$ cat src/rtl/websocket_frame_deframer_core_assert.svh
// ---------------------------------------------------------------------------
// Assertion macros for the frame deframer
// Concurrent checks on the rising clock edge, disabled while reset is low.
// ---------------------------------------------------------------------------
`ifndef WEBSOCKET_FRAME_DEFRAMER_CORE_ASSERT_SVH
`define WEBSOCKET_FRAME_DEFRAMER_CORE_ASSERT_SVH

// Same-cycle implication
`define WFD_ASSERT_IMP(lbl, clk, rstn, ante, cons) \
  lbl: assert property (@(posedge clk) disable iff (!rstn) (ante) |-> (cons)) \
    else $error("deframer check failed");

// Next-cycle implication
`define WFD_ASSERT_NXT(lbl, clk, rstn, ante, cons) \
  lbl: assert property (@(posedge clk) disable iff (!rstn) (ante) |=> (cons)) \
    else $error("deframer check failed");

`endif

$ cat src/rtl/wfd_pkg.sv
// ---------------------------------------------------------------------------
// wfd_pkg
// Shared types and constants of the frame deframer.
// ---------------------------------------------------------------------------
package wfd_pkg;

  localparam int DataW  = 8;
  localparam int OpW    = 4;
  localparam int CntW   = 21;
  localparam int LenW   = 64;
  localparam int IdxW   = 4;
  localparam int UserW  = 1 + OpW + 1;

  // Result queue between parser and output stage
  localparam int QueueDepth = 4;
  localparam int QPtrW      = $clog2(QueueDepth);
  localparam int QCntW      = $clog2(QueueDepth + 1);

  localparam logic [CntW-1:0] MaxMsgReset = 21'd8192;

  // Header length codes and field sizes
  localparam logic [6:0]      Len16Code = 7'd126;
  localparam logic [6:0]      Len64Code = 7'd127;
  localparam logic [IdxW-1:0] Ext16Bytes = 4'd2;
  localparam logic [IdxW-1:0] Ext64Bytes = 4'd8;
  localparam logic [IdxW-1:0] KeyBytes   = 4'd4;

  // Opcodes
  localparam logic [OpW-1:0] OpCont  = 4'h0;
  localparam logic [OpW-1:0] OpText  = 4'h1;
  localparam logic [OpW-1:0] OpBin   = 4'h2;
  localparam logic [OpW-1:0] OpClose = 4'h8;
  localparam logic [OpW-1:0] OpPing  = 4'h9;
  localparam logic [OpW-1:0] OpPong  = 4'hA;

  typedef enum logic [2:0] {
    PhHdr0,
    PhHdr1,
    PhExt,
    PhKey,
    PhData,
    PhStuck
  } phase_e;

  typedef struct packed {
    logic [DataW-1:0] out_byte;
    logic             has_byte;
    logic [OpW-1:0]   frame_opcode;
    logic             end_of_message;
    logic             overflow_error;
  } result_t;

endpackage

$ cat src/rtl/wfd_parser.sv
// ---------------------------------------------------------------------------
// wfd_parser
// Front end: walks the frame header byte by byte, checks the message size
// and turns payload bytes into unmasked result items.
// ---------------------------------------------------------------------------
module wfd_parser (
  input  logic                     clk_i,
  input  logic                     rst_ni,
  input  logic                     accept_i,
  input  logic [wfd_pkg::DataW-1:0] byte_i,
  input  logic                     cfg_we_i,
  input  logic [wfd_pkg::CntW-1:0] cfg_wdata_i,
  output logic                     res_valid_o,
  output wfd_pkg::result_t         res_o
);
  import wfd_pkg::*;
  `include "websocket_frame_deframer_core_assert.svh"

  phase_e            phase_q, phase_d;
  logic [IdxW-1:0]   idx_q, idx_d;
  logic              fin_q, fin_d;
  logic              mask_q, mask_d;
  logic [OpW-1:0]    op_q, op_d;
  logic [LenW-1:0]   len_q, len_d;
  logic [LenW-1:0]   rem_q, rem_d;
  logic [31:0]       key_q, key_d;
  logic [1:0]        kidx_q, kidx_d;
  logic [CntW-1:0]   cnt_q, cnt_d;
  logic [CntW-1:0]   lim_q;

  logic [LenW-1:0]   hdr_len;
  logic              hdr_done;
  logic              is_ctrl;
  logic              len_hi;
  logic [CntW-1:0]   len_lo;
  logic [CntW-1:0]   room;
  logic              bad;
  logic              len_zero;
  logic              data_last;
  logic [DataW-1:0]  key_byte;

  // Map unknown opcodes to close
  function automatic logic [OpW-1:0] map_op(input logic [OpW-1:0] op);
    logic [OpW-1:0] r;
    case (op) inside
      OpCont, OpText, OpBin, OpClose, OpPing, OpPong: r = op;
      default: r = OpClose;
    endcase
    return r;
  endfunction

  // Decode header completion and size check
  always_comb begin
    case (phase_q)
      PhHdr1:  hdr_len = {{(LenW-7){1'b0}}, byte_i[6:0]};
      PhExt:   hdr_len = {len_q[LenW-DataW-1:0], byte_i};
      default: hdr_len = len_q;
    endcase
    case (phase_q)
      PhHdr1:  hdr_done = (byte_i[6:0] != Len16Code) && (byte_i[6:0] != Len64Code)
                          && !byte_i[7];
      PhExt:   hdr_done = (idx_q == 4'd1) && !mask_q;
      PhKey:   hdr_done = (idx_q == 4'd1);
      default: hdr_done = 1'b0;
    endcase
    is_ctrl  = op_q[OpW-1];
    len_hi   = |hdr_len[LenW-1:CntW];
    len_lo   = hdr_len[CntW-1:0];
    room     = lim_q - cnt_q;
    len_zero = (hdr_len == '0);
    if (is_ctrl) begin
      bad = len_hi || (len_lo > lim_q);
    end else begin
      bad = (cnt_q > lim_q) || len_hi || (len_lo > room);
    end
    data_last = (rem_q == {{(LenW-1){1'b0}}, 1'b1});
    case (kidx_q)
      2'd0:    key_byte = key_q[31:24];
      2'd1:    key_byte = key_q[23:16];
      2'd2:    key_byte = key_q[15:8];
      default: key_byte = key_q[7:0];
    endcase
  end

  // Next state
  always_comb begin
    phase_d = phase_q;
    idx_d   = idx_q;
    fin_d   = fin_q;
    mask_d  = mask_q;
    op_d    = op_q;
    len_d   = len_q;
    rem_d   = rem_q;
    key_d   = key_q;
    kidx_d  = kidx_q;
    cnt_d   = cnt_q;
    if (accept_i) begin
      case (phase_q)
        PhHdr0: begin
          fin_d   = byte_i[7];
          op_d    = map_op(byte_i[OpW-1:0]);
          key_d   = '0;
          len_d   = '0;
          idx_d   = '0;
          phase_d = PhHdr1;
        end
        PhHdr1: begin
          mask_d = byte_i[7];
          if (byte_i[6:0] == Len16Code) begin
            idx_d   = Ext16Bytes;
            phase_d = PhExt;
          end else if (byte_i[6:0] == Len64Code) begin
            idx_d   = Ext64Bytes;
            phase_d = PhExt;
          end else begin
            len_d = hdr_len;
            if (byte_i[7]) begin
              idx_d   = KeyBytes;
              phase_d = PhKey;
            end
          end
        end
        PhExt: begin
          len_d = hdr_len;
          idx_d = idx_q - 4'd1;
          if ((idx_q == 4'd1) && mask_q) begin
            idx_d   = KeyBytes;
            phase_d = PhKey;
          end
        end
        PhKey: begin
          key_d = {key_q[23:0], byte_i};
          idx_d = idx_q - 4'd1;
        end
        PhData: begin
          kidx_d = kidx_q + 2'd1;
          rem_d  = rem_q - {{(LenW-1){1'b0}}, 1'b1};
          if (data_last) begin
            phase_d = PhHdr0;
            if (is_ctrl || fin_q) begin
              cnt_d = '0;
            end
          end
        end
        PhStuck: begin
          phase_d = PhStuck;
        end
        default: begin
          phase_d = PhHdr0;
        end
      endcase
      // Header complete: check size, then stop on overflow, start payload or close the frame
      if (hdr_done) begin
        if (bad) begin
          phase_d = PhStuck;
        end else begin
          if (!is_ctrl) begin
            cnt_d = cnt_q + len_lo;
          end
          kidx_d = '0;
          if (len_zero) begin
            phase_d = PhHdr0;
            if (is_ctrl || fin_q) begin
              cnt_d = '0;
            end
          end else begin
            rem_d   = hdr_len;
            phase_d = PhData;
          end
        end
      end
    end
  end

  // Result item for the byte at the input
  always_comb begin
    res_valid_o          = 1'b0;
    res_o.out_byte       = '0;
    res_o.has_byte       = 1'b0;
    res_o.frame_opcode   = op_q;
    res_o.end_of_message = 1'b0;
    res_o.overflow_error = 1'b0;
    if (hdr_done) begin
      if (bad) begin
        res_valid_o          = 1'b1;
        res_o.overflow_error = 1'b1;
      end else if (len_zero && (is_ctrl || fin_q)) begin
        res_valid_o          = 1'b1;
        res_o.end_of_message = 1'b1;
      end
    end else if (phase_q == PhData) begin
      res_valid_o          = 1'b1;
      res_o.has_byte       = 1'b1;
      res_o.out_byte       = byte_i ^ key_byte;
      res_o.end_of_message = data_last && (is_ctrl || fin_q);
    end
  end

  // Control state
  always_ff @(posedge clk_i or negedge rst_ni) begin
    if (!rst_ni) begin
      phase_q <= PhHdr0;
      idx_q   <= '0;
      fin_q   <= 1'b0;
      mask_q  <= 1'b0;
      op_q    <= '0;
      len_q   <= '0;
      rem_q   <= '0;
      key_q   <= '0;
      kidx_q  <= '0;
      cnt_q   <= '0;
    end else begin
      phase_q <= phase_d;
      idx_q   <= idx_d;
      fin_q   <= fin_d;
      mask_q  <= mask_d;
      op_q    <= op_d;
      len_q   <= len_d;
      rem_q   <= rem_d;
      key_q   <= key_d;
      kidx_q  <= kidx_d;
      cnt_q   <= cnt_d;
    end
  end

  // Message size limit register
  always_ff @(posedge clk_i or negedge rst_ni) begin
    if (!rst_ni) begin
      lim_q <= MaxMsgReset;
    end else if (cfg_we_i) begin
      lim_q <= cfg_wdata_i;
    end
  end

  `WFD_ASSERT_IMP(a_stuck_silent, clk_i, rst_ni, phase_q == PhStuck, !res_valid_o)
  `WFD_ASSERT_NXT(a_err_sticks, clk_i, rst_ni,
                  accept_i && res_valid_o && res_o.overflow_error, phase_q == PhStuck)
  `WFD_ASSERT_NXT(a_last_byte_ends, clk_i, rst_ni,
                  accept_i && (phase_q == PhData) && data_last, phase_q == PhHdr0)

endmodule

$ cat src/rtl/wfd_queue.sv
// ---------------------------------------------------------------------------
// wfd_queue
// Short result queue that decouples the parser from the output stage.
// ---------------------------------------------------------------------------
module wfd_queue (
  input  logic             clk_i,
  input  logic             rst_ni,
  input  logic             push_i,
  input  wfd_pkg::result_t push_data_i,
  output logic             ready_o,
  input  logic             pop_i,
  output logic             valid_o,
  output wfd_pkg::result_t head_o
);
  import wfd_pkg::*;
  `include "websocket_frame_deframer_core_assert.svh"

  result_t          mem_q [QueueDepth];
  logic [QPtrW-1:0] wr_q, wr_d;
  logic [QPtrW-1:0] rd_q, rd_d;
  logic [QCntW-1:0] cnt_q, cnt_d;

  // Status and head
  always_comb begin
    ready_o = (cnt_q != QCntW'(QueueDepth));
    valid_o = (cnt_q != '0);
    head_o  = mem_q[rd_q];
  end

  // Advance pointers and count
  always_comb begin
    wr_d  = push_i ? wr_q + QPtrW'(1) : wr_q;
    rd_d  = pop_i ? rd_q + QPtrW'(1) : rd_q;
    cnt_d = cnt_q;
    if (push_i && !pop_i) begin
      cnt_d = cnt_q + QCntW'(1);
    end else if (!push_i && pop_i) begin
      cnt_d = cnt_q - QCntW'(1);
    end
  end

  always_ff @(posedge clk_i or negedge rst_ni) begin
    if (!rst_ni) begin
      wr_q  <= '0;
      rd_q  <= '0;
      cnt_q <= '0;
    end else begin
      wr_q  <= wr_d;
      rd_q  <= rd_d;
      cnt_q <= cnt_d;
    end
  end

  // Store pushed items
  always_ff @(posedge clk_i) begin
    if (push_i) begin
      mem_q[wr_q] <= push_data_i;
    end
  end

  `WFD_ASSERT_IMP(a_no_push_full, clk_i, rst_ni, cnt_q == QCntW'(QueueDepth), !push_i)
  `WFD_ASSERT_IMP(a_no_pop_empty, clk_i, rst_ni, cnt_q == '0, !pop_i)
  `WFD_ASSERT_NXT(a_count_up, clk_i, rst_ni, push_i && !pop_i,
                  cnt_q == $past(cnt_q) + QCntW'(1))

endmodule

$ cat src/rtl/wfd_emit.sv
// ---------------------------------------------------------------------------
// wfd_emit
// Back end: output register that presents queued result items on the
// master stream and pulls the next one as soon as the slot frees.
// ---------------------------------------------------------------------------
module wfd_emit (
  input  logic             clk_i,
  input  logic             rst_ni,
  input  logic             q_valid_i,
  input  wfd_pkg::result_t q_head_i,
  output logic             q_pop_o,
  input  logic             out_ready_i,
  output logic             out_valid_o,
  output wfd_pkg::result_t out_o
);
  import wfd_pkg::*;

  logic    valid_q, valid_d;
  result_t out_q;

  // Load when the slot is empty or being taken
  always_comb begin
    q_pop_o = q_valid_i && (!valid_q || out_ready_i);
    valid_d = valid_q;
    if (q_pop_o) begin
      valid_d = 1'b1;
    end else if (out_ready_i) begin
      valid_d = 1'b0;
    end
  end

  always_ff @(posedge clk_i or negedge rst_ni) begin
    if (!rst_ni) begin
      valid_q <= 1'b0;
    end else begin
      valid_q <= valid_d;
    end
  end

  always_ff @(posedge clk_i) begin
    if (q_pop_o) begin
      out_q <= q_head_i;
    end
  end

  assign out_valid_o = valid_q;
  assign out_o       = out_q;

endmodule

$ cat src/rtl/websocket_frame_deframer_core.sv
// ---------------------------------------------------------------------------
// websocket_frame_deframer_core
// Streaming frame parser with payload unmasking and message size limit.
// ---------------------------------------------------------------------------
// Takes one received byte per clock on the slave stream while the queue has
// room, and gives at most one result item per byte on the master stream.
// A four-entry result queue and an output register sit between the header
// parser and the master side, so input keeps flowing while the sink stalls;
// s_axis_tready_o falls only once the queue is full.
// Payload bytes carry their frame opcode and tlast marks the end of a
// message; a message too long for cfg_wdata_i's limit gives one error item
// and the block then accepts bytes silently until reset. The limit may be
// written at any time the block is idle. No clearing pass after reset.
module websocket_frame_deframer_core (
  input  logic                      clk_i,
  input  logic                      rst_ni,
  // Limit register: max_message_bytes
  input  logic                      cfg_we_i,
  input  logic [wfd_pkg::CntW-1:0]  cfg_wdata_i,
  // Slave stream
  input  logic                      s_axis_tvalid_i,
  output logic                      s_axis_tready_o,
  input  logic [wfd_pkg::DataW-1:0] s_axis_tdata_i,  // [7:0] in_byte
  // Master stream
  output logic                      m_axis_tvalid_o,
  input  logic                      m_axis_tready_i,
  output logic [wfd_pkg::DataW-1:0] m_axis_tdata_o,  // [7:0] out_byte
  output logic [wfd_pkg::UserW-1:0] m_axis_tuser_o,  // [0] has_byte, [4:1] frame_opcode,
                                                     // [5] overflow_error
  output logic                      m_axis_tlast_o   // end_of_message
);
  import wfd_pkg::*;

  logic    accept;
  logic    res_valid;
  result_t res;
  logic    q_ready;
  logic    q_valid;
  logic    q_pop;
  result_t q_head;
  result_t out;

  assign s_axis_tready_o = q_ready;
  assign accept          = s_axis_tvalid_i && q_ready;

  wfd_parser u_parser (
    .clk_i       (clk_i),
    .rst_ni      (rst_ni),
    .accept_i    (accept),
    .byte_i      (s_axis_tdata_i),
    .cfg_we_i    (cfg_we_i),
    .cfg_wdata_i (cfg_wdata_i),
    .res_valid_o (res_valid),
    .res_o       (res)
  );

  wfd_queue u_queue (
    .clk_i       (clk_i),
    .rst_ni      (rst_ni),
    .push_i      (accept && res_valid),
    .push_data_i (res),
    .ready_o     (q_ready),
    .pop_i       (q_pop),
    .valid_o     (q_valid),
    .head_o      (q_head)
  );

  wfd_emit u_emit (
    .clk_i       (clk_i),
    .rst_ni      (rst_ni),
    .q_valid_i   (q_valid),
    .q_head_i    (q_head),
    .q_pop_o     (q_pop),
    .out_ready_i (m_axis_tready_i),
    .out_valid_o (m_axis_tvalid_o),
    .out_o       (out)
  );

  // Pack the result onto the master stream
  assign m_axis_tdata_o = out.out_byte;
  assign m_axis_tuser_o = {out.overflow_error, out.frame_opcode, out.has_byte};
  assign m_axis_tlast_o = out.end_of_message;

endmodule
$ cat config.mk
export PLATFORM = sky130hd
export DESIGN_NAME = websocket_frame_deframer_core
export DESIGN_NICKNAME = d
export VERILOG_FILES = /design/src/rtl/wfd_pkg.sv /design/src/rtl/wfd_parser.sv /design/src/rtl/wfd_queue.sv /design/src/rtl/wfd_emit.sv /design/src/rtl/websocket_frame_deframer_core.sv
export VERILOG_INCLUDE_DIRS = /design/src /design/src/rtl
export SDC_FILE = /design/constraint.sdc
export NUM_CORES = 1
export LEC_CHECK = 0
export ABC_CLOCK_PERIOD_IN_PS = 11300
export BUFFER_PORTS_ARGS = -buffer_cell sky130_fd_sc_hd__clkbuf_2
export CORE_ASPECT_RATIO = 0.8
export CORE_MARGIN = 2
export CORE_UTILIZATION = 55
export DETAILED_ROUTE_END_ITERATION = 16
export MAX_ROUTING_LAYER = met4
export PLACE_DENSITY = 0.7
export SYNTH_ARGS = -nofsm -noshare
export SYNTH_HDL_FRONTEND = slang
export SYNTH_HIERARCHICAL = 1
export SYNTH_SLANG_ARGS = --single-unit
export TNS_END_PERCENT = 10
$ cat constraint.sdc
create_clock -name clk_i -period 11.3 [get_ports clk_i]
set_input_delay 2.26 -clock clk_i [delete_from_list [all_inputs] [get_ports clk_i]]
set_output_delay 2.26 -clock clk_i [all_outputs]
set_load 0.02 [all_outputs]
# After elaboration in Yosys (flattened, before gate mapping)
# Memories as Yosys holds them, arrays and structs flattened. A register that Yosys moved wholly into a read port is not among the register bits.
# Index checks and enable logic that the tools add are counted.
# word_totals
mem_bits_rw	60
reg_bits	225
romBits	0
mem_count	1
out_inout_bits	17
latch_bits	0
inputBits	34
word_cells	149
# memory_table
name	words	width	rd	rd_clocked_by_memory_dff	wr	line	rtl
u_queue.mem_q	4	15	1	1	1	wfd_queue.sv:18	result_t mem_q [QueueDepth];
# op_classes
shift	0
div_mod_pow	0
bitwise	1
add_sub_neg	9
magnitude_cmp	3
n_mux	55
reduce_logical	39
eq_ne	26
n_mul	0
# op_table
cell	count
2-to-1 mux 64 bit	6
case mux 64 bit (3 select lines)	1
2-to-1 mux 21 bit	8
case mux 64 bit (2 select lines)	1
== test 64 x 1 -> 1 bit, second input constant	1
zero test 64 bit	1
case mux 32 bit (2 select lines)	1
subtractor 64 x 1 -> 64 bit, second input constant	1
> comparator 21 bit	3
OR reduction 43 bit	1
2-to-1 mux 3 bit	10
case mux 8 bit (3 select lines)	1
adder 21 bit	1
subtractor 21 bit	1
2-to-1 mux 4 bit	5
2-to-1 mux 9 bit	2
case mux 3 bit (6 select lines)	1
case mux 4 bit (4 select lines)	1
== test 7 bit, second input constant	2
2-to-1 mux 1 bit	14
inequality test 7 bit, second input constant	2
== test 4 bit, second input constant	3
logical AND 1 bit	11
== test 4 x 1 -> 1 bit, second input constant	2
other kinds (32)	53

# Longest topological paths before layout
# Gate-level depths: netlist (run 1).
# depth
word_depth	13
depth_mapped	29
mapped_depth_nobuf	29

# Hierarchy
# Netlist (run 1), hierarchy kept.
# by_module_without_submodules
module	instances	area_per_inst_um2	cells_per_inst	seq_area_each_um2
wfd_parser	1	13644.3	1622	5431.5
wfd_queue	1	2598.7	114	1976.9
wfd_emit	1	494.2	19	475.5
websocket_frame_deframer_core	1	12.5	2	0.0

# Worst setup path after synthesis (run 1)
# No wires, ideal clock.
# synth_path
path_type	input-to-reg
startpoint	input port s_axis_tdata_i[7] in the netlist's numbering
endpoint	register u_queue.cnt_q[1]
setup_slack_ns	5.428
setup_time_ns	0.125
arrival_ns	5.747
required_time_ns	11.175
stages	18
n_path_buf	1
cell_sequence	clkbuf_1 -> a22oi_1 -> o21ai_0 -> ha_1 -> and2_0 -> a221o_1 -> a21oi_1 -> o221ai_1 -> a32oi_1 -> nand2_1 -> nor2_1 -> nand2_1 -> a21o_1 -> and3_1 -> ha_1 -> inv_1 -> fa_1 -> mux2_2
# synth_between
elab_cells_between_ends	20
cone_classes	2 x order compare; 7 x mux; 11 x reduce/logical
# synth_lines
item	line	rtl
from (decl)	websocket_frame_deframer_core.sv:23	input logic [wfd_pkg::DataW-1:0] s_axis_tdata_i,
case mux 64 bit (2 select lines)	wfd_parser.sv:54	case (phase_q)
> comparator 21 bit (tied with other cells)	wfd_parser.sv:74	bad = (cnt_q > lim_q) || len_hi || (len_lo > room);
logical OR 1 bit (tied with other cells)	wfd_parser.sv:74	
2-to-1 mux 1 bit, on equally long branches	wfd_parser.sv:71, wfd_parser.sv:187	
2-to-1 mux 1 bit	wfd_parser.sv:184	if (bad) begin
2-to-1 mux 1 bit *	wfd_parser.sv:183	if (hdr_done) begin
via res_valid	websocket_frame_deframer_core.sv:35	logic res_valid;
logical AND 1 bit *	websocket_frame_deframer_core.sv:60	.push_i (accept && res_valid),
logical AND 1 bit *	wfd_queue.sv:35	if (push_i && !pop_i) begin
2-to-1 mux 3 bit *	wfd_queue.sv:35	
via u_queue.cnt_d[1]	wfd_queue.sv:21	logic [QCntW-1:0] cnt_q, cnt_d;
to (signal assigned)	wfd_queue.sv:50	cnt_q <= cnt_d;
to (decl)	wfd_queue.sv:21	
# Mark *: on every way through the listed nets, which the timed path passes. The rest lies on a longest branch.
# A chain may end at the register's enable or synchronous reset.

# Worst setup path in the final report (run 1)
# layout_path
startpoint	register u_parser.cnt_q[0]
endpoint	register u_queue.cnt_q[1]
# layout_between
elab_cells_between_ends	14
cone_classes	1 x add/sub; 2 x order compare; 4 x mux; 7 x reduce/logical
# layout_lines
item	line	rtl
from (decl)	wfd_parser.sv:28	logic [CntW-1:0] cnt_q, cnt_d;
from (signal assigned)	wfd_parser.sv:222	cnt_q <= cnt_d;
subtractor 21 bit or > comparator 21 bit (tied branches)	wfd_parser.sv:69, wfd_parser.sv:74	
> comparator 21 bit or logical OR 1 bit (tied branches)	wfd_parser.sv:74	
logical OR 1 bit *	wfd_parser.sv:74	
2-to-1 mux 1 bit *	wfd_parser.sv:71	if (is_ctrl) begin
2-to-1 mux 1 bit *	wfd_parser.sv:184	
2-to-1 mux 1 bit *	wfd_parser.sv:183	
via res_valid	websocket_frame_deframer_core.sv:35	
logical AND 1 bit *	websocket_frame_deframer_core.sv:60	
logical AND 1 bit *	wfd_queue.sv:35	
2-to-1 mux 3 bit *	wfd_queue.sv:35	
via u_queue.cnt_d[1]	wfd_queue.sv:21	
# Marks and branches as above.

==> out/results.txt, run 1 <==
Hold violation count in the final report: 0. The tools report the DRC marker count from the first detailed-route iteration as 1310. Of the available clock period, the critical path in the final layout requires 58.0%. Main flop type after synthesis: sky130_fd_sc_hd__dfrtp_1.

Yosys attributes the largest share of cell area to sky130_fd_sc_hd__dfrtp_1, sky130_fd_sc_hd__edfxtp_1, sky130_fd_sc_hd__nand2_1, sky130_fd_sc_hd__ha_1, sky130_fd_sc_hd__o21ai_0. In the final layout, the share of cells above drive strength 1 is 8.78%. For the number of levels the H-tree was split into, the log shows 1. The area growth from synthesis to layout is 9.14%. The logs give 0 for the initial antenna violation count and 0 for the max-slew violation count. The Yosys step of the flow raised 6 warnings.

The final cell count without fillers is 2212, and the horizontal die dimension is 199 µm. Synthesis-stage register bit count: 300. The average cell area after synthesis is 9.53 µm².

After detailed routing, the average wire length per cell comes to 18.6 µm. For the number of remaining DRC errors, the log shows 0. Area fraction of the dominant cell type after synthesis: 33.5%. Static timing analysis puts the maximum clock frequency at 0.153 GHz. The tools report the antenna diode instance count as 0. For this run, the register share of the synthesized area comes to 47.1%. Headroom to the max-slew limit came out at 12.9%. The actual slew at the worst max-slew pin was 1.29 ns.

Core area: 30200 µm². The wire-length estimate of the detail-placed layout is 27900 µm. The leakage power figure came out at 7.93 nW. Across the run, the number of max-cap violations was 0. The count of buffers from port buffering works out to 50.

Buffers inserted during clock tree synthesis total 31. The clock tree buffer depth was 3; the number of buffers added for setup after CTS was 0. The routed wire length was 41100 µm; the number of endpoints failing setup at the final stage was 0. The logs give 11.76 ns for the worst endpoint required time and 1890 for the number of nets produced by synthesis. Including well taps, the total number of placed cells is 2156. Cell accounting for the most synthesized area: sky130_fd_sc_hd__dfrtp_1. Summing over every cut layer, the via total after detailed routing is 13200.

For this design, the CTS-stage hold fixing added 0 buffers. Of all flip-flops after synthesis, the portion carrying an async set or reset was 75.0%. The number of standard cells after synthesis is 1757. After detailed routing, the number of vias per cell comes to 5.97. Distinct cell type count after synthesis: 83. The flow ran to the end, and the final reports show no timing, DRC or antenna violations.

The tree is rooted in a sky130_fd_sc_hd__clkbuf_16. Entering global routing, the biggest net connects 129 pins. The clock reaches the later pin of the worst-skew pair after 0.59 ns. The floorplan step set the die height to 160 µm. Data on the critical path arrives at its endpoint at 7.02 ns. Setup repair after global routing left no endpoint under its margin. STA classifies the critical path startpoint as a register. The number of iterations in the first detailed-routing pass came out at 6. The maximum fanout encountered on the critical timing path is 8. The final hold slack was 0.481 ns.

The number of stages on the worst hold path came out at 2. The first global-routing pass estimated 66300 µm of wire. The total overflow left after global routing is 0. TritonCTS built the clock tree. The number of filler cells placed in the layout was 2493; the number of enable-type register cells in the synthesized netlist was 75. For the worst flop-to-flop path, the logic depth is 26. In this run the cell area of the synthesized design comes to 16700 µm².

The critical path is of the reg -> reg type. In the final timing run, aggregate negative setup slack is 0 ns. For the final database, setup skew stands at 0.0145 ns. The tools report the element type at the critical path end as a register.

For this configuration, the core starts out at a cell density of 55.5%. The die covers 31900 µm². After clock tree synthesis, the clock-pin slew on the worst setup and hold paths is 0.06 ns. The min-delay analysis places its worst path in the category reg -> reg. Total power divided by cell area: 249 nW/µm². The final estimated routing congestion in global placement was 0.910; the net total in the final layout was 1909.

The run gives 57 as the row count. The count of pins on the block boundary was 51; the remaining antenna violation count was 0. In the global route stage, overall resource usage came out at 26.8%. The run gives 300 as the clock sink count. The run gives 12500 as the number of global-route vias before repair. The worst path in the final design needs a cycle of 6.56 ns, including I/O delays and setup.

Across the VDD grid, the largest voltage drop is 0.156 mV. The count of instances resized after the clock tree is built was 0.
==> per-stage QoR <==
step	util (%)	worst slack, ns	total power [mW]	cell area [µm²]
detailed placement	57.4	4.68	3.53	17300
global placement	57.4	4.81	3.47	17300
finish	60.6	4.74	4.56	18300
CTS	60.6	4.86	4.55	18300
global route	60.6	4.32	4.88	18300
floorplan	-	5.43	3.04	16700
==> cells in the final DEF (no fill, tap or decap), drive strengths merged, types with 23 or more instances in the layout <==
master / n
nand2: 321
o21ai: 225
dfrtp: 224
ha: 96
inv: 92
clkbuf: 89
edfxtp: 75
nor2: 75
a21oi: 68
nor3: 42
nor4: 34
nand3: 31
o22ai: 28
xor2: 26
xnor2: 26
a22oi: 23
==> cell usage after synthesis, types with 12 or more instances <==
master / instances
sky130_fd_sc_hd__nor2_1: 73
sky130_fd_sc_hd__ha_1: 96
sky130_fd_sc_hd__nor3_1: 41
sky130_fd_sc_hd__a21o_1: 20
sky130_fd_sc_hd__a22oi_1: 23
sky130_fd_sc_hd__o21ai_0: 223
sky130_fd_sc_hd__dfrtp_1: 224
sky130_fd_sc_hd__nand4_1: 13
sky130_fd_sc_hd__nand3_1: 30
sky130_fd_sc_hd__inv_1: 91
sky130_fd_sc_hd__clkbuf_1: 62
sky130_fd_sc_hd__o21a_1: 12
sky130_fd_sc_hd__buf_2: 13
sky130_fd_sc_hd__a21oi_1: 62
sky130_fd_sc_hd__nand2_1: 321
sky130_fd_sc_hd__a22o_1: 17
sky130_fd_sc_hd__o22ai_1: 28
sky130_fd_sc_hd__edfxtp_1: 75
sky130_fd_sc_hd__nor4_1: 34
sky130_fd_sc_hd__xnor2_1: 26
sky130_fd_sc_hd__mux2i_1: 12
sky130_fd_sc_hd__xor2_1: 26
sky130_fd_sc_hd__and2_1: 13
sky130_fd_sc_hd__and3_1: 20
==> cells by family (layout without fill, tap and decap cells) <==
kind of cell | count (synthesis) | after routing | share of synthesized area (%)
AND/OR/NAND/NOR | 611 | 611 | 16.9
AO/OA/AOI/OAI | 486 | 486 | 18.1
flip-flops | 300 | 300 | 47.1
buffers and inverters | 176 | 218 | 4.35
adder cells (fa/ha/maj) | 99 | 99 | 7.53
XOR/XNOR | 52 | 52 | 2.72
multiplexers | 33 | 33 | 3.29
==> routing by layer <==
| layer | track usage (%) | vias up | share of wire, % |
|---|---|---|---|
| li1 | - | 6381 | - |
| met1 | 39.7 | 6370 | 48 |
| met2 | 37.5 | 383 | 43 |
| met3 | 5.81 | 61 | 7.1 |
| met4 | 5.80 | 0 | 2.0 |
| met5 | - | - | 0 |
==> power breakdown <==
| group | switching (mW) | internal [mW] | total [mW] |
|---|---|---|---|
| Clock | 0.434 | 0.562 | 0.996 |
| Sequential | 0.199 | 1.34 | 1.54 |
| Combinational | 1.26 | 0.761 | 2.02 |
==> worst max-delay path, stage by stage (launching register included) <==
cell,delay [ns]
sky130_fd_sc_hd__dfrtp_1,0.40
sky130_fd_sc_hd__ha_1,0.24
sky130_fd_sc_hd__fa_1,0.41
sky130_fd_sc_hd__nor2b_1,0.13
sky130_fd_sc_hd__o21a_1,0.13
sky130_fd_sc_hd__o21ai_0,0.12
sky130_fd_sc_hd__a21oi_1,0.28
sky130_fd_sc_hd__a21oi_1,0.15
sky130_fd_sc_hd__a21oi_1,0.28
sky130_fd_sc_hd__a31oi_1,0.17
sky130_fd_sc_hd__a21oi_1,0.19
sky130_fd_sc_hd__xnor2_1,0.09
sky130_fd_sc_hd__ha_1,0.32
sky130_fd_sc_hd__nand4_1,0.19
sky130_fd_sc_hd__nor4_1,0.53
sky130_fd_sc_hd__nand4_1,0.24
sky130_fd_sc_hd__o31a_1,0.35
sky130_fd_sc_hd__a32oi_1,0.32
sky130_fd_sc_hd__nand2_1,0.13
sky130_fd_sc_hd__nor2_1,0.16
sky130_fd_sc_hd__nand2_1,0.07
sky130_fd_sc_hd__a21o_1,0.22
sky130_fd_sc_hd__and3_1,0.27
sky130_fd_sc_hd__ha_1,0.26
sky130_fd_sc_hd__inv_1,0.08
sky130_fd_sc_hd__fa_1,0.42
sky130_fd_sc_hd__mux2_2,0.27
==> state kept, by name, indices dropped and copies added, names as in the netlist, 3 cells and up <==
signal and cells:
u_parser/cnt_q 21, u_parser/op_q 4, u_parser/lim_q 21, u_queue/cnt_q 3
u_parser/len_q 64, u_parser/phase_q 3, u_parser/rem_q 64, u_emit/out_o 15
u_parser/idx_q 4, u_queue/mem_q 60, u_parser/key_q 32
==> layout make-up <==
type,instances,area [µm²],area share (%)
multi-input cells,1281,8160,44.6
flip-flops and latches,300,7880,43.1
clock buffers,40,830,4.54
well taps,413,517,2.83
repair buffers,69,403,2.20
inverters,93,349,1.91
clock inverters,16,143,0.780
==> worst paths after layout <==
kind	slack [ns]	endpoint	startpoint
worst min-delay path	0.48	u_parser/len_q[60]	u_parser/len_q[60]
worst max register to register	4.74	u_queue/cnt_q[1]	u_parser/cnt_q[0]
min in group asynchronous	1.77	u_parser/len_q[56]	rst_ni
max in group asynchronous	8.20	u_parser/rem_q[6]	rst_ni
worst min register to register	0.48	u_parser/len_q[60]	u_parser/len_q[60]
worst max-delay path	4.74	u_queue/cnt_q[1]	u_parser/cnt_q[0]
No activity file was read; power rests on OpenSTA's default activity.
==> run 2, diff against run 1 <==
- ABC_CLOCK_PERIOD_IN_PS: 11300 -> 6460
- clock period: 11.3 -> 6.46 ns (I/O delays scaled with it)
==> out/results.txt, run 2 (synthesis results as in run 1) <==
The flow ran to the end, and the final reports show no timing, DRC or antenna violations. Across all register-to-register paths, the minimum setup slack is 0.40 ns. After clock tree synthesis, the repair step resized 0 gates. The final critical path takes up 93.8% of the cycle.

Power spread over the standard cell area amounts to 439 nW/µm². For the routed wire length, the log shows 40900 µm. For this run the aggregate overflow at the end of global routing stands at 0. Number of iterations in the first detailed-routing pass: 7.

The element type at the critical path end was a register. The largest registers in the layout are u_parser/len_q (64), u_parser/rem_q (64), u_queue/mem_q (60). The die is 199 µm wide. The actual slew at the worst max-slew pin was 1.08 ns. The tools report the max-slew violation count as 0. The category of the critical setup timing path is reg -> reg.

The net total in the final layout is 1927. The number of stages on the worst hold path was 1; the maximum fanout encountered on the critical timing path was 8. Across the VDD grid, the largest voltage drop is 0.298 mV. In this run the most critical hold path is launched from u_parser/rem_q[63]. Once layout is complete, the utilization of the core stands at 61.4%. The die is 160 µm tall.

The share of final-layout standard cells stronger than drive strength 1 is 10.1%. The count of buffers from port buffering came out at 50. The longest clock path from root to sink contains 3 buffers. Total track usage: 26.9%.

The tools report the clock root buffer master as sky130_fd_sc_hd__clkbuf_16. The initial antenna violation count was 0; the time the worst path needs with I/O delays and setup was 6.06 ns. In this run the remaining antenna-violating nets after routing total 0. The first global-routing pass estimated 67000 µm of wire. The tools report the DRC marker count from the first detailed-route iteration as 1193. In the routed layout, each cell is associated on average with a via count of 6.00. In this run the count of I/O pins placed on the die edge is 51. STA puts the critical path data arrival time at 6.53 ns.

In this run the worst hold path is classified as reg -> reg. Counting every sink on the clock net gives 300. The layout has 2530 filler cells. For this configuration, the core starts out at a cell density of 55.5%. The tools report the total number of vias as 13400. The logs give 1 for the number of levels the H-tree was split into and 0.898 for the final estimated routing congestion in global placement. Entering global routing, the biggest net connects 151 pins. Among all stages on the critical path, the largest delay is contributed by sky130_fd_sc_hd__dfrtp_1.

The die covers 31900 µm². The tools report the number of endpoints failing setup at the final stage as 0. The area added between synthesis and finish was 10.6%.

The hold violation count in the final report was 0; the clock transition at the register clock pins on the worst setup and hold paths after CTS was 0.07 ns. The top cell types in the final layout, fill and taps aside, are sky130_fd_sc_hd__nand2_1, sky130_fd_sc_hd__dfrtp_1, sky130_fd_sc_hd__o21ai_0. Setup repair after global routing left no endpoint under its margin. The logs give 0 for the number of remaining DRC errors and 6.93 ns for the worst endpoint required time.

Between clock sinks in the finished design, the worst skew comes to 0.0149 ns. The terminating pin of the worst hold path was u_parser/rem_q[63]. The end of the worst register-to-register path was u_queue/cnt_q[1]. The tool flagged a number of max-cap violations equal to 0. Summed over all failing endpoints, the final setup total negative slack is 0 ns. For the worst-skew pair, the clock arrives at the later sink with an insertion delay of 0.59 ns. For this design the static power due to leakage is 8.05 nW. The library cell used most frequently in the layout, excluding fill and tap cells, is sky130_fd_sc_hd__nand2_1. The start of the worst register-to-register path is u_parser/cnt_q[0]. The run gives 28100 µm as the post-detailed-placement half-perimeter wirelength. The run gives 0 as the number of buffers inserted for hold repair after clock tree synthesis. The run gives 28.1% as the worst slew margin relative to its limit.

The run gives 30200 µm² as the core area. TritonCTS built the clock tree. The worst setup path is launched from a register. The largest single stage delay on the critical path is 0.41 ns.

The run gives 12600 as the number of global-route vias before repair. Row generation in the floorplan step produced 57 rows. The completed layout was analyzed and its total power is 8.14 mW. The antenna diode instance count came out at 0.

The mean routed wirelength per cell works out to 18.3 µm. The CTS buffer count is 31. The highest clock rate was 0.165 GHz; the number of buffers added for setup after CTS was 0. The depth of the worst register-to-register path is 26.
==> run 2: metrics by stage <==
| stage | area (µm²) | instances | hold WS, ns | setup slack [ns] |
|---|---|---|---|---|
| after floorplan | 16700 | 1757 | 0.441 | 1.11 |
| after global placement | 17500 | 2174 | 0.452 | 0.471 |
| after detailed placement | 17500 | 2174 | 0.465 | 0.265 |
| after CTS | 18500 | 2232 | 0.484 | 0.235 |
| after global routing | 18500 | 2232 | 0.502 | 0.00815 |
| final | 18500 | 2232 | 0.476 | 0.399 |
==> run 2: how the worst max path moves through the flow <==
stage                            from               end  slack, ns  depth (start not counted)
finish              u_parser/cnt_q[0]  u_queue/cnt_q[1]       0.40                         26
global route        u_parser/lim_q[0]  u_queue/cnt_q[1]      0.008                         27
CTS                 u_parser/cnt_q[0]  u_queue/cnt_q[1]       0.24                         26
detailed placement  u_parser/cnt_q[0]  u_queue/cnt_q[1]       0.27                         26
global placement    u_parser/cnt_q[0]  u_queue/cnt_q[1]       0.47                         26
floorplan           u_parser/cnt_q[0]  u_queue/cnt_q[1]       1.11                         26
==> run 2: layout make-up <==
cell class                 count  area (µm²)  area share, %
clock buffer                  43         871           4.70
clock inverter                15         173          0.932
inverter                      93         349           1.88
multi-input combinational   1281        8170           44.1
sequential                   300        7880           42.5
tap                          413         517           2.79
timing repair buffer          87         563           3.04
==> run 2: routing by layer <==
| metal | vias to the layer above | global-route usage, % | share of wire [%] |
|---|---|---|---|
| met3 | 51 | 4.05 | 6.6 |
| met1 | 6489 | 41.1 | 49 |
| met4 | 0 | 5.60 | 1.9 |
| met2 | 435 | 38.0 | 43 |
| met5 | - | - | 0 |
| li1 | 6411 | - | - |
==> run 2: where the power goes <==
group	switching (mW)	internal [mW]
Sequential	0.335	2.35
Clock	0.761	1.06
Combinational	2.25	1.38
Total	3.35	4.79
==> run 2: worst max-delay path, delay by kind of cell (launching register included) <==
family,cells,cell delay (ns)
compound gates,10,2.07
xor+xnor,1,0.09
mux,1,0.27
buf+inv,1,0.08
fa+ha+maj,5,1.62
simple gates,8,1.41
flops,1,0.41
